### src/sv/tfl_pkg.sv
package tfl_pkg;

    localparam int PAGE_W     = 20;
    localparam int FRAME_W    = 20;
    localparam int IU_W       = 5;
    localparam int CFG_ADDR_W = 4;
    localparam int CFG_DATA_W = 8;

    localparam logic [IU_W-1:0] IU_RESET = IU_W'(16);

    localparam logic [CFG_ADDR_W-1:0] REG_ENTRIES_IN_USE = CFG_ADDR_W'(0);
    localparam logic [CFG_ADDR_W-1:0] REG_REPL_MODE      = CFG_ADDR_W'(1);

    typedef enum logic [1:0] {
        CMD_LOOKUP = 2'd0,
        CMD_INSERT = 2'd1,
        CMD_FLUSH  = 2'd2,
        CMD_NOP    = 2'd3
    } t_cmd;

    typedef struct packed {
        t_cmd                cmd;
        logic [PAGE_W-1:0]   page_number;
        logic [FRAME_W-1:0]  frame_number;
    } t_req;

    typedef struct packed {
        logic                hit;
        logic [FRAME_W-1:0]  found_frame;
        logic                evicted;
        logic [PAGE_W-1:0]   evicted_page;
    } t_res;

    typedef struct packed {
        logic [PAGE_W-1:0]   page_number;
        logic [FRAME_W-1:0]  frame_number;
    } t_entry;

    typedef struct packed {
        logic                cmp_en;
        logic                shift_en;
        logic [PAGE_W-1:0]   cmp_page;
    } t_cell_ctl;

endpackage

### src/sv/tfl_cell.sv
module tfl_cell
    import tfl_pkg::*;
(
    input  logic      i_clk,
    input  t_cell_ctl i_ctl,
    input  t_entry    i_prev,
    output t_entry    o_entry,
    output logic      o_match
);

    t_entry r_entry;
    logic   r_match;

    always_ff @(posedge i_clk) begin
        if (i_ctl.cmp_en) begin
            r_match <= (r_entry.page_number == i_ctl.cmp_page);
        end
        if (i_ctl.shift_en) begin
            r_entry <= i_prev;
        end
    end

    assign o_entry = r_entry;
    assign o_match = r_match;

endmodule

### src/sv/tlb_fifo_lru_replacement.sv
// Fully associative translation buffer kept as an ordered row of entry cells,
// the most recent entry in the front cell.
// A transaction is accepted at a rising edge where start is high and busy is
// low. Its fields are cmd (lookup, insert, flush, no-op), page and frame.
// At that edge every cell compares its page with the request and holds the
// result. In the following cycle the first valid match or the tail is chosen,
// the result is registered and the cells shift toward the tail as needed.
// The result is registered into o_res at the end of that cycle, and o_done is
// high with it for exactly one cycle; the receiver cannot stall it.
// A new transaction is not accepted until the select and shift cycle that
// follows the registered compare in the cells is over.
// The configuration channel (i_cfg_valid, o_cfg_ready, i_cfg_addr, i_cfg_data)
// is always ready. Index 0 sets the number of entries in use and index 1 the
// replacement mode (0 FIFO, 1 LRU). Write it only while the block is idle.
// Synchronous reset empties the buffer, sets 16 entries in use and FIFO mode.
module tlb_fifo_lru_replacement
    import tfl_pkg::*;
#(
    parameter int MAX_ENTRIES = 16
)
(
    input  logic                  i_clk,
    input  logic                  i_rst_n,
    input  logic                  start,
    output logic                  busy,
    input  t_req                  i_req,
    output logic                  o_done,
    output t_res                  o_res,
    input  logic                  i_cfg_valid,
    output logic                  o_cfg_ready,
    input  logic [CFG_ADDR_W-1:0] i_cfg_addr,
    input  logic [CFG_DATA_W-1:0] i_cfg_data
);

    localparam int CW = $clog2(MAX_ENTRIES + 1);
    localparam int KW = (CW > IU_W) ? CW : IU_W;
    localparam int IW = (MAX_ENTRIES > 1) ? $clog2(MAX_ENTRIES) : 1;

    typedef enum logic {
        S_IDLE,
        S_EXEC
    } t_state;

    function automatic logic [KW-1:0] cap_of(input logic [IU_W-1:0] in_use);
        logic [KW-1:0] v;
        v = KW'(in_use);
        return (v > KW'(MAX_ENTRIES)) ? KW'(MAX_ENTRIES) : v;
    endfunction

    t_state              r_state;
    logic [KW-1:0]       r_count;
    logic [IU_W-1:0]     r_in_use;
    logic                r_mode;
    t_cmd                r_cmd;
    logic [PAGE_W-1:0]   r_page;
    logic [FRAME_W-1:0]  r_frame;

    logic                   w_accept;
    logic [KW-1:0]          w_cap;
    t_entry                 w_entry [MAX_ENTRIES];
    t_cell_ctl              w_ctl   [MAX_ENTRIES];
    logic [MAX_ENTRIES-1:0] w_match;
    logic [MAX_ENTRIES-1:0] w_valid;
    logic [MAX_ENTRIES-1:0] w_hitv;
    logic [MAX_ENTRIES-1:0] w_first;
    logic [MAX_ENTRIES-1:0] w_le_mask;
    logic [MAX_ENTRIES-1:0] w_shift;
    logic                   w_hit;
    logic [FRAME_W-1:0]     w_found;
    logic                   w_full;
    logic [KW-1:0]          w_upto;
    logic [IW-1:0]          w_tail_idx;
    logic                   w_ins_ok;
    logic                   w_lru_move;
    t_entry                 w_front;
    t_res                   n_res;
    logic [KW-1:0]          n_count;

    assign w_accept    = start && !busy;
    assign busy        = (r_state != S_IDLE);
    assign o_cfg_ready = 1'b1;
    assign w_cap       = cap_of(r_in_use);

    assign w_hitv    = w_match & w_valid;
    assign w_hit     = |w_hitv;
    assign w_first   = w_hitv & (~w_hitv + MAX_ENTRIES'(1));
    assign w_le_mask = w_first | (w_first - MAX_ENTRIES'(1));

    assign w_full     = (r_count >= w_cap);
    assign w_upto     = w_full ? (w_cap - KW'(1)) : r_count;
    assign w_tail_idx = IW'(w_cap - KW'(1));
    assign w_ins_ok   = (r_cmd == CMD_INSERT) && (w_cap != '0);
    assign w_lru_move = (r_cmd == CMD_LOOKUP) && r_mode && w_hit;

    assign w_front.page_number  = r_page;
    assign w_front.frame_number = (r_cmd == CMD_INSERT) ? r_frame : w_found;

    always_comb begin
        w_found = '0;
        for (int i = 0; i < MAX_ENTRIES; i++) begin
            w_valid[i] = (KW'(i) < r_count);
            if (w_first[i]) begin
                w_found = w_found | w_entry[i].frame_number;
            end
            if (w_ins_ok) begin
                w_shift[i] = (KW'(i) <= w_upto);
            end else if (w_lru_move) begin
                w_shift[i] = w_le_mask[i];
            end else begin
                w_shift[i] = 1'b0;
            end
        end
    end

    generate
        for (genvar g = 0; g < MAX_ENTRIES; g++) begin : g_cell
            assign w_ctl[g].cmp_en   = w_accept;
            assign w_ctl[g].shift_en = (r_state == S_EXEC) && w_shift[g];
            assign w_ctl[g].cmp_page = i_req.page_number;
            if (g == 0) begin : g_head
                tfl_cell u_cell (
                    .i_clk   (i_clk),
                    .i_ctl   (w_ctl[g]),
                    .i_prev  (w_front),
                    .o_entry (w_entry[g]),
                    .o_match (w_match[g])
                );
            end else begin : g_body
                tfl_cell u_cell (
                    .i_clk   (i_clk),
                    .i_ctl   (w_ctl[g]),
                    .i_prev  (w_entry[g-1]),
                    .o_entry (w_entry[g]),
                    .o_match (w_match[g])
                );
            end
        end
    endgenerate

    always_comb begin
        n_res   = '0;
        n_count = r_count;
        case (r_cmd)
            CMD_LOOKUP: begin
                n_res.hit         = w_hit;
                n_res.found_frame = w_found;
            end
            CMD_INSERT: begin
                if (w_cap != '0) begin
                    n_res.evicted = w_full;
                    if (w_full) begin
                        n_res.evicted_page = w_entry[w_tail_idx].page_number;
                    end
                    n_count = w_upto + KW'(1);
                end
            end
            CMD_FLUSH: begin
                n_count = '0;
            end
            default: begin
            end
        endcase
    end

    always_ff @(posedge i_clk) begin
        if (!i_rst_n) begin
            r_state  <= S_IDLE;
            o_done   <= 1'b0;
            r_count  <= '0;
            r_in_use <= IU_RESET;
            r_mode   <= 1'b0;
        end else begin
            o_done <= 1'b0;
            if (i_cfg_valid && o_cfg_ready) begin
                case (i_cfg_addr)
                    REG_ENTRIES_IN_USE: begin
                        r_in_use <= i_cfg_data[IU_W-1:0];
                        if (r_count > cap_of(i_cfg_data[IU_W-1:0])) begin
                            r_count <= cap_of(i_cfg_data[IU_W-1:0]);
                        end
                    end
                    REG_REPL_MODE: begin
                        r_mode <= i_cfg_data[0];
                    end
                    default: begin
                    end
                endcase
            end
            case (r_state)
                S_IDLE: begin
                    if (start) begin
                        r_state <= S_EXEC;
                        r_cmd   <= i_req.cmd;
                        r_page  <= i_req.page_number;
                        r_frame <= i_req.frame_number;
                    end
                end
                S_EXEC: begin
                    r_state <= S_IDLE;
                    o_done  <= 1'b1;
                    o_res   <= n_res;
                    r_count <= n_count;
                end
                default: begin
                    r_state <= S_IDLE;
                end
            endcase
        end
    end

    a_busy_after_accept: assert property (@(posedge i_clk) disable iff (!i_rst_n)
        w_accept |=> busy)
        else $error("busy did not rise after an accepted transaction");

    a_done_after_exec: assert property (@(posedge i_clk) disable iff (!i_rst_n)
        o_done |-> $past(r_state == S_EXEC))
        else $error("result strobe without a preceding execute cycle");

    a_count_in_cap: assert property (@(posedge i_clk) disable iff (!i_rst_n)
        r_count <= w_cap)
        else $error("entry count exceeds capacity");

    a_hit_only_lookup: assert property (@(posedge i_clk) disable iff (!i_rst_n)
        (o_done && o_res.hit) |-> (r_cmd == CMD_LOOKUP))
        else $error("hit reported for a command other than lookup");

    a_evict_full: assert property (@(posedge i_clk) disable iff (!i_rst_n)
        (o_done && o_res.evicted) |-> ((r_cmd == CMD_INSERT) && (r_count == w_cap)))
        else $error("eviction reported without a full buffer after insert");

endmodule
### config.mk
export PLATFORM = sky130hd
export DESIGN_NAME = tlb_fifo_lru_replacement
export DESIGN_NICKNAME = d
export VERILOG_FILES = /design/src/sv/tfl_pkg.sv /design/src/sv/tfl_cell.sv /design/src/sv/tlb_fifo_lru_replacement.sv
export SDC_FILE = /design/constraint.sdc
export NUM_CORES = 1
export LEC_CHECK = 0
export BUFFER_PORTS_ARGS = -buffer_cell sky130_fd_sc_hd__buf_4
export CORE_AREA = 2 2 424 321
export CTS_BUF_LIST = sky130_fd_sc_hd__clkbuf_2
export CTS_CLUSTER_DIAMETER = 200
export CTS_CLUSTER_SIZE = 14
export DETAILED_ROUTE_END_ITERATION = 8
export DIE_AREA = 0 0 426 323
export SLEW_MARGIN = 30
export SYNTH_ARGS = -nofsm -noshare
export SYNTH_HDL_FRONTEND = slang
export SYNTH_HIERARCHICAL = 1
export SYNTH_SLANG_ARGS = --single-unit
export TNS_END_PERCENT = 50
### constraint.sdc
create_clock -name i_clk -period 5.9 [get_ports i_clk]
set_input_delay 0.295 -clock i_clk [delete_from_list [all_inputs] [get_ports i_clk]]
set_output_delay 0.295 -clock i_clk [all_outputs]
set_load 0.01 [all_outputs]
======== Word level (Yosys, flattened, before mapping) ========
Index checks and enable logic that the tools add are counted.
operators by class
  add/sub/neg operators ................... 4
  multiply operators ...................... 0
  divide/modulo/power cells ............... 0
  magnitude comparators ................... 37
  equal/unequal tests ..................... 21
  shifts and indexed selects .............. 0
  multiplexer cells ....................... 64
  bitwise operators ....................... 21
  reductions and logical operators ........ 35
operators with widths
  operator               number
  $mux 20                17
  $eq 20x20->1           16
  $or 20x20->20          15
  $bmux 40 s4            1
  $mux 40                2
  $le 4x5->1 const A     8
  $lt 4x5->1 const A     8
  $mux 5                 8
  $mux 1                 34
  $and 16x16->16         2
  $le 3x5->1 const A     4
  $logic_and 1x1->1      20
  $lt 3x5->1 const A     4
  $add 16x1->16 const B  1
  $not 16->16            1
  $or 16x16->16          1
  $reduce_or 16->1       1
  $sub 16x1->16 const B  1
  $gt 5x5->1 const B     2
  $le 1x5->1 const A     2
  $le 2x5->1 const A     2
  $lt 1x5->1 const A     2
  $lt 2x5->1 const A     2
  $pmux 5 s2             1
  other kinds (21)       27
storage, ports and cells
  flip-flop bits (word level) ............. 753
  latch bits .............................. 0
  memory bits (writable) .................. 0
  memory bits (read-only) ................. 0
  input port bits ......................... 58
  word-level logic and storage cells ...... 242
  memories ................................ 0

======== Depth between registers and ports, before layout ========
Gate-level depths: netlist (run 1).
  word-level depth ........................ 37
  gate-level depth with buffers ........... 17
  depth with buffers taken out ............ 14

======== By module ========
Netlist (run 1), hierarchy kept.
modules (own cells, without submodules)
  module                    instances  cells each  area each (um^2)
  tfl_cell                  16         68          1452.6
  tlb_fifo_lru_replacement  1          985         9834.4

======== Worst setup path after synthesis (run 1) ========
Ideal clock, no wire load.
  kind .................................... register to register
  start ................................... register r_in_use[4]
  end ..................................... register g_cell[6].g_body.u_cell.r_entry, in the netlist g_cell[6].g_body.u_cell/o_entry[0] (enable)
  arrival time ............................ 5.981 ns
  setup slack ............................. -0.584 ns
  cell stages (with the launch flop) ...... 16
  period minus slack after synthesis ...... 6.484 ns
  cells stage by stage .................... dfxtp_1 clkinv_1 nand2_1 inv_1 buf_2 buf_2 ha_1 nand2b_1 a31oi_1 o21ai_1 clkbuf_1 nand2_1 o21ai_0 ha_1 o21ai_0 a221oi_1
RTL lines
  element                 RTL line                         source
  from (decl)             tlb_fifo_lru_replacement.sv:52   logic [IU_W-1:0] r_in_use;
  from (signal assigned)  tlb_fifo_lru_replacement.sv:177  r_in_use <= i_cfg_data[IU_W-1:0];
  to (signal assigned)    tfl_cell.sv:19                   r_entry <= i_prev;
  to (decl)               tfl_cell.sv:11                   t_entry r_entry;

==> results of run 1 <==
final cells by class:
class,instances,area [um^2]
multi-input combinational,1199,10400
clock inverter,3,38.8
fill,13500,96200
inverter,12,50.0
timing repair buffer,268,2300
sequential,753,22500
clock buffer,87,435
antenna,4,10.0
tap,1785,2230
worst register-to-register path, delay by kind of cell (launching register included):
| kind | cells | cell delay [ns] |
|---|---|---|
| AO/OA/AOI/OAI | 4 | 1.31 |
| buffers and inverters | 4 | 1.32 |
| adder cells (fa/ha/maj) | 2 | 0.71 |
| flip-flops | 1 | 0.37 |
| AND/OR/NAND/NOR | 2 | 0.35 |
metrics by stage:
step | TNS, ns | area (um^2) | std cells
after floorplan | -24.08 | 33100 | 2073
after global placement | 0 | 36400 | 3911
after detailed placement | 0 | 36400 | 3911
after CTS | 0 | 37900 | 4107
after global routing | 0 | 37900 | 4110
final | 0 | 37900 | 4111
timing repair:
item / CTS / global route
hold endpoints to repair: 116 / 0
hold buffers: 106 / 0
resized for setup: 0 / 0
setup buffers: 0 / 0
power breakdown:
group / leakage (nW) / internal (mW) / switching [mW]
logic: 4.48 / 0.244 / 0.418
registers: 6.85 / 5.92 / 0.0562
clock network: 0.384 / 0.422 / 1.64
placed cells by master, fill, tap and decap left out, types with 10 or more instances in the layout:
cell	count
a21oi_1	58
nand2_1	53
xor2_1	195
dlygate4sd3_1	106
buf_4	160
a311oi_1	19
o21ai_0	16
mux2_2	20
nand4_1	91
nor2_1	86
a221oi_1	38
ha_1	14
and3_1	19
a31oi_1	10
edfxtp_1	740
clkbuf_2	87
nand3_1	46
a22o_1	38
nor3_2	21
xnor2_1	130
nor3_1	24
nor2b_1	25
a32oi_1	21
mux4_2	100
dfxtp_1	13
nor4_1	67
flip-flops by register name, summed over array words and instances (netlist names), 2 cells and up:
register / cells
r_frame: 20
g_cell.g_body.u_cell/o_match: 15
r_page: 20
g_cell.g_body.u_cell/o_entry: 600
r_in_use: 5
o_res: 42
r_count: 5
g_cell.g_head.u_cell/o_entry: 40
r_cmd: 2
worst paths after layout:
check | cells after the start | endpoint | from
min reg2reg | 0 | g_cell[0].g_head.u_cell/o_entry[32]$_DFFE_PP_ | r_page[12]$_DFFE_PP_
max reg2reg | 12 | g_cell[2].g_body.u_cell/o_entry[25]$_DFFE_PP_ | r_in_use[4]$_SDFFE_PN1P_
max | 12 | g_cell[2].g_body.u_cell/o_entry[25]$_DFFE_PP_ | r_in_use[4]$_SDFFE_PN1P_
min | 6 | r_count[4]$_SDFFE_PN0P_ | i_cfg_data[4]
logic make-up after synthesis:
logic type,after synthesis,share of synthesized area (%)
and+or+nand+nor,469,7.78
xor gates and xnor gates,326,8.63
adders and majority gates,15,0.567
AOI/OAI and AO/OA,259,5.82
buffers and inverters,121,1.46
DFF,753,68.0
other,1,0.0113
muxes,129,7.76
per-layer routing:
metal | global-route usage [%] | vias up | wire length, um
li1 | - | 8669 | -
met1 | 18.2 | 10000 | 40600
met2 | 19.1 | 726 | 39200
met3 | 2.39 | 118 | 6930
met4 | 3.11 | 0 | 1980
met5 | 0 | - | 0
==> impl_metrics.json, run 1 <==
{
  "routed_via_density": 4.75,
  "fin_crit_sh_pct": 75.9,
  "timing.reg2reg.setup_slack_ns": 1.42,
  "crit_buf_inv": 4,
  "syn-instance-count": 2073,
  "ys_async_sr_fraction_pct": 0,
  "syn_nets": 2146,
  "worst_slack_ns": 1.42,
  "cp.required_ns": 6.72,
  "numCtsBuffers": 59,
  "grt_pass1_wl_mm": 129,
  "drc": 0,
  "synth_top_area_share_pct": 67.2,
  "yosysSeqAreaShare_pct": 68.0,
  "cp-start-kind": "flip-flop",
  "power_mw": 8.70,
  "fp-row-count": 117,
  "antenna_found_initial": 9,
  "synth.most_common_cell": "edfxtp_1",
  "overflow": 0,
  "grt_util_all_layers_pct": 12.5,
  "ys.flop_type": "edfxtp_1",
  "yosysTopAreaCell": "edfxtp_1",
  "clock_skew_ns": 0.158,
  "max_cap_viol_count": 0,
  "arrival_ns": 5.30,
  "ys_seq_elements": 753,
  "final.min_clock_period_ns": 4.48,
  "synth-edff-count": 740,
  "ioPinCount": 103,
  "cpPeakStageDelay_ns": 0.66,
  "core_mm2": 0.134,
  "hold_violations": 0,
  "htreeDepth": 2,
  "path_class": "flip-flop to flip-flop",
  "die_h_um": 323,
  "grt_pass1_vias": 19200,
  "fin_util_pct": 28.3,
  "crit_chain": "clkinv_1 > nand2_1 > inv_6 > ha_1 > nand2b_1 > a31oi_1 > o21ai_1 > buf_4 > o21ai_0 > ha_1 > o311a_2 > buf_4",
  "status": "finished clean",
  "ys_types": 66,
  "fp.dieW_um": 426,
  "clock_path_buffers": 3,
  "end_kind": "flip-flop",
  "syn_area_mm2": 0.0331,
  "postRouteWirelength_mm": 88.7,
  "final_nets": 2366,
  "drt_iter0_markers": 2308,
  "p_per_area_mw_per_mm2": 229,
  "avgSynthCellArea_um2": 16.0,
  "ir_drop_mv": 0.152,
  "vias": 19500,
  "clk_pin_slew_worst_paths_ns": 0.30,
  "first_pass_iters": 5,
  "syn_to_final_growth_pct": 14.7,
  "ys_top_cells_by_area": "edfxtp_1 67%, mux4_2 6.8%, xor2_1 5.2%, xnor2_1 3.5%, nand4_1 1.7%",
  "yosys-top-cells-count": "740 x edfxtp_1, 195 x xor2_1, 131 x xnor2_1",
  "rsz0062_at_grt": "false",
  "crit_path_top_delay_cell": "o311a_2",
  "hpwl_mm": 58.8,
  "fmax_mhz": 223,
  "tightest_slew_ns": 1.11,
  "crit_fanout": 43,
  "clk_latency_ns": 1.27,
  "cellLeakagePower_nw": 11.7,
  "grt_max_degree": 62,
  "slew_headroom_pct": 26.1,
  "fin_hold_ws_ns": 0.175,
  "critPathTopFamily": "compound AO/OA/AOI/OAI gates",
  "port_buffers": 98,
  "cts_root_buffer": "clkbuf_2",
  "slew_viol_final": 0,
  "dp_slack_ns": 1.58,
  "drive_gt1_share_pct": 18.6,
  "initial_core_util_pct": 24.7,
  "dieArea_mm2": 0.138,
  "cts.sinks": 753,
  "cts_tree": "built",
  "antenna_left": 0,
  "setup_violations": 0,
  "hp-class": "primary input to flip-flop",
  "wl_per_cell_um": 21.6,
  "yosys_warnings": 6,
  "gp_congestion": 0.844
}
Note: power is estimated with default switching activity, not from simulation.
==> run 2, diff against run 1 <==
- clock period: 5.9 -> 3.8 ns (I/O delays scaled with it)
==> impl_metrics.json, run 2 (synthesized netlist as in run 1, its figures left out) <==
{
  "overflow": 0,
  "clock_skew_ns": 0.208,
  "hp-class": "primary input to flip-flop",
  "multi_input_area_mm2": 0.0105,
  "crit_buf_inv": 1,
  "max_cap_viol_count": 0,
  "setup_violations": 0,
  "most-common-layout-cells": "740 x edfxtp_1, 195 x xor2_1, 184 x buf_4",
  "status": "finished clean",
  "ioPinCount": 103,
  "end_kind": "flip-flop",
  "clk_pin_slew_worst_paths_ns": 0.32,
  "slew_viol_final": 0,
  "port_buffers": 98,
  "cts_tree": "built",
  "cts_root_buffer": "clkbuf_2",
  "final.min_clock_period_ns": 3.69,
  "slew_headroom_pct": 36.6,
  "vias": 19900,
  "grt_max_degree": 84,
  "cellLeakagePower_nw": 12.0,
  "cp.required_ns": 4.65,
  "power_mw": 13.5,
  "grt_pass1_wl_mm": 131,
  "clk_latency_ns": 1.35,
  "final_nets": 2421,
  "timing.reg2reg.setup_slack_ns": 0.11,
  "dieArea_mm2": 0.138,
  "largest_reg_flops": 600,
  "drc": 0,
  "first_pass_iters": 6,
  "initial_core_util_pct": 24.7,
  "fin_util_pct": 28.8,
  "crit_fanout": 40,
  "arrival_ns": 4.54,
  "antenna_found_initial": 4,
  "regArea_mm2": 0.0225,
  "antenna_left": 0,
  "crit_path_top_delay_cell": "o311a_2",
  "postRouteWirelength_mm": 90.1,
  "fmax_mhz": 271,
  "crit_chain": "nand2b_1 > ha_1 > a21o_1 > a31oi_4 > o21ai_4 > mux2i_2 > nand3_1 > o311a_2 > buf_4",
  "routed_via_density": 4.77,
  "core_mm2": 0.134,
  "fin_crit_sh_pct": 97.2,
  "cpPeakStageDelay_ns": 0.45,
  "critPathTopFamily": "compound AO/OA/AOI/OAI gates",
  "grt_pass1_vias": 19300,
  "rsz0062_at_grt": "false",
  "path_class": "flip-flop to flip-flop",
  "fp-row-count": 117,
  "hold_violations": 0,
  "grt_util_all_layers_pct": 12.7,
  "htreeDepth": 2,
  "drt_iter0_markers": 2204,
  "post_cts_buffers": 0,
  "syn_to_final_growth_pct": 16.8,
  "drive_gt1_share_pct": 20.2,
  "cts.sinks": 753,
  "final.fill_count": 13500,
  "tightest_slew_ns": 0.937,
  "fp.dieW_um": 426,
  "wl_per_cell_um": 21.6,
  "ir_drop_mv": 0.195,
  "p_per_area_mw_per_mm2": 350,
  "clock_path_buffers": 3,
  "cp-start-kind": "flip-flop",
  "final_common_cell": "edfxtp_1",
  "numCtsBuffers": 59,
  "gp_congestion": 0.844,
  "hpwl_mm": 61.1,
  "die_h_um": 323
}
==> run 2: final cells by class <==
type                       count  share of cell area, %
clock buffer                  85                   1.10
timing repair buffer         323                   7.51
clock inverter                 2                 0.0227
tap                         1785                   5.78
multi-input combinational   1199                   27.2
antenna                        5                 0.0324
inverter                      12                  0.142
sequential                   753                   58.2
==> run 2: routing by layer <==
metal / part of all wire [%] / global-route usage, % / wire [um]
met5: 0.014 / 0 / 13
met4: 2.3 / 3.34 / 2080
met3: 8.4 / 2.34 / 7610
met2: 43 / 18.7 / 38300
met1: 47 / 19.1 / 42000
==> run 2: worst paths after layout <==
path,from,endpoint,cells after the start
hold reg to reg,g_cell[10].g_body.u_cell/o_entry[7]$_DFFE_PP_,g_cell[11].g_body.u_cell/o_entry[7]$_DFFE_PP_,0
setup reg to reg,r_in_use[4]$_SDFFE_PN1P_,g_cell[2].g_body.u_cell/o_entry[34]$_DFFE_PP_,9
setup / recovery,r_in_use[4]$_SDFFE_PN1P_,g_cell[2].g_body.u_cell/o_entry[34]$_DFFE_PP_,9
hold / removal,i_req[35],g_cell[15].g_body.u_cell/o_match$_DFFE_PP_,5
==> run 2: per-stage QoR <==
step | std cells | hold WS [ns] | TNS [ns] | worst slack [ns] | instance area, um^2
2_1_floorplan | 2073 | 0.279 | -3.46 | -0.0343 | 33400
3_3_place_gp | 3946 | 0.370 | 0 | 0.341 | 36900
3_5_place_dp | 3947 | 0.370 | 0 | 0.304 | 36900
4_1_cts | 4159 | 0.000852 | 0 | 0.0870 | 38600
5_1_grt | 4162 | 0.0638 | 0 | 0.0332 | 38600
6_report | 4164 | 0.0971 | 0 | 0.107 | 38600
==> run 2: timing repair <==
action	4_1_cts	5_1_grt
hold endpoints to repair	171	0
hold buffers	125	0
resized for setup	0	1
setup endpoints to repair	0	39
==> run 2: where the power goes <==
part	switching, mW	internal, mW	total [mW]
clock	2.58	0.573	3.15
sequential	0.0867	9.19	9.28
combinational	0.679	0.439	1.12
total	3.34	10.2	13.5
==> run 2: worst min-delay path: cells and delay by family <==
family,cells,cell delay (ns)
xor gates and xnor gates,1,0.16
buffers and inverters,2,0.81
and+or+nand+nor,2,0.15
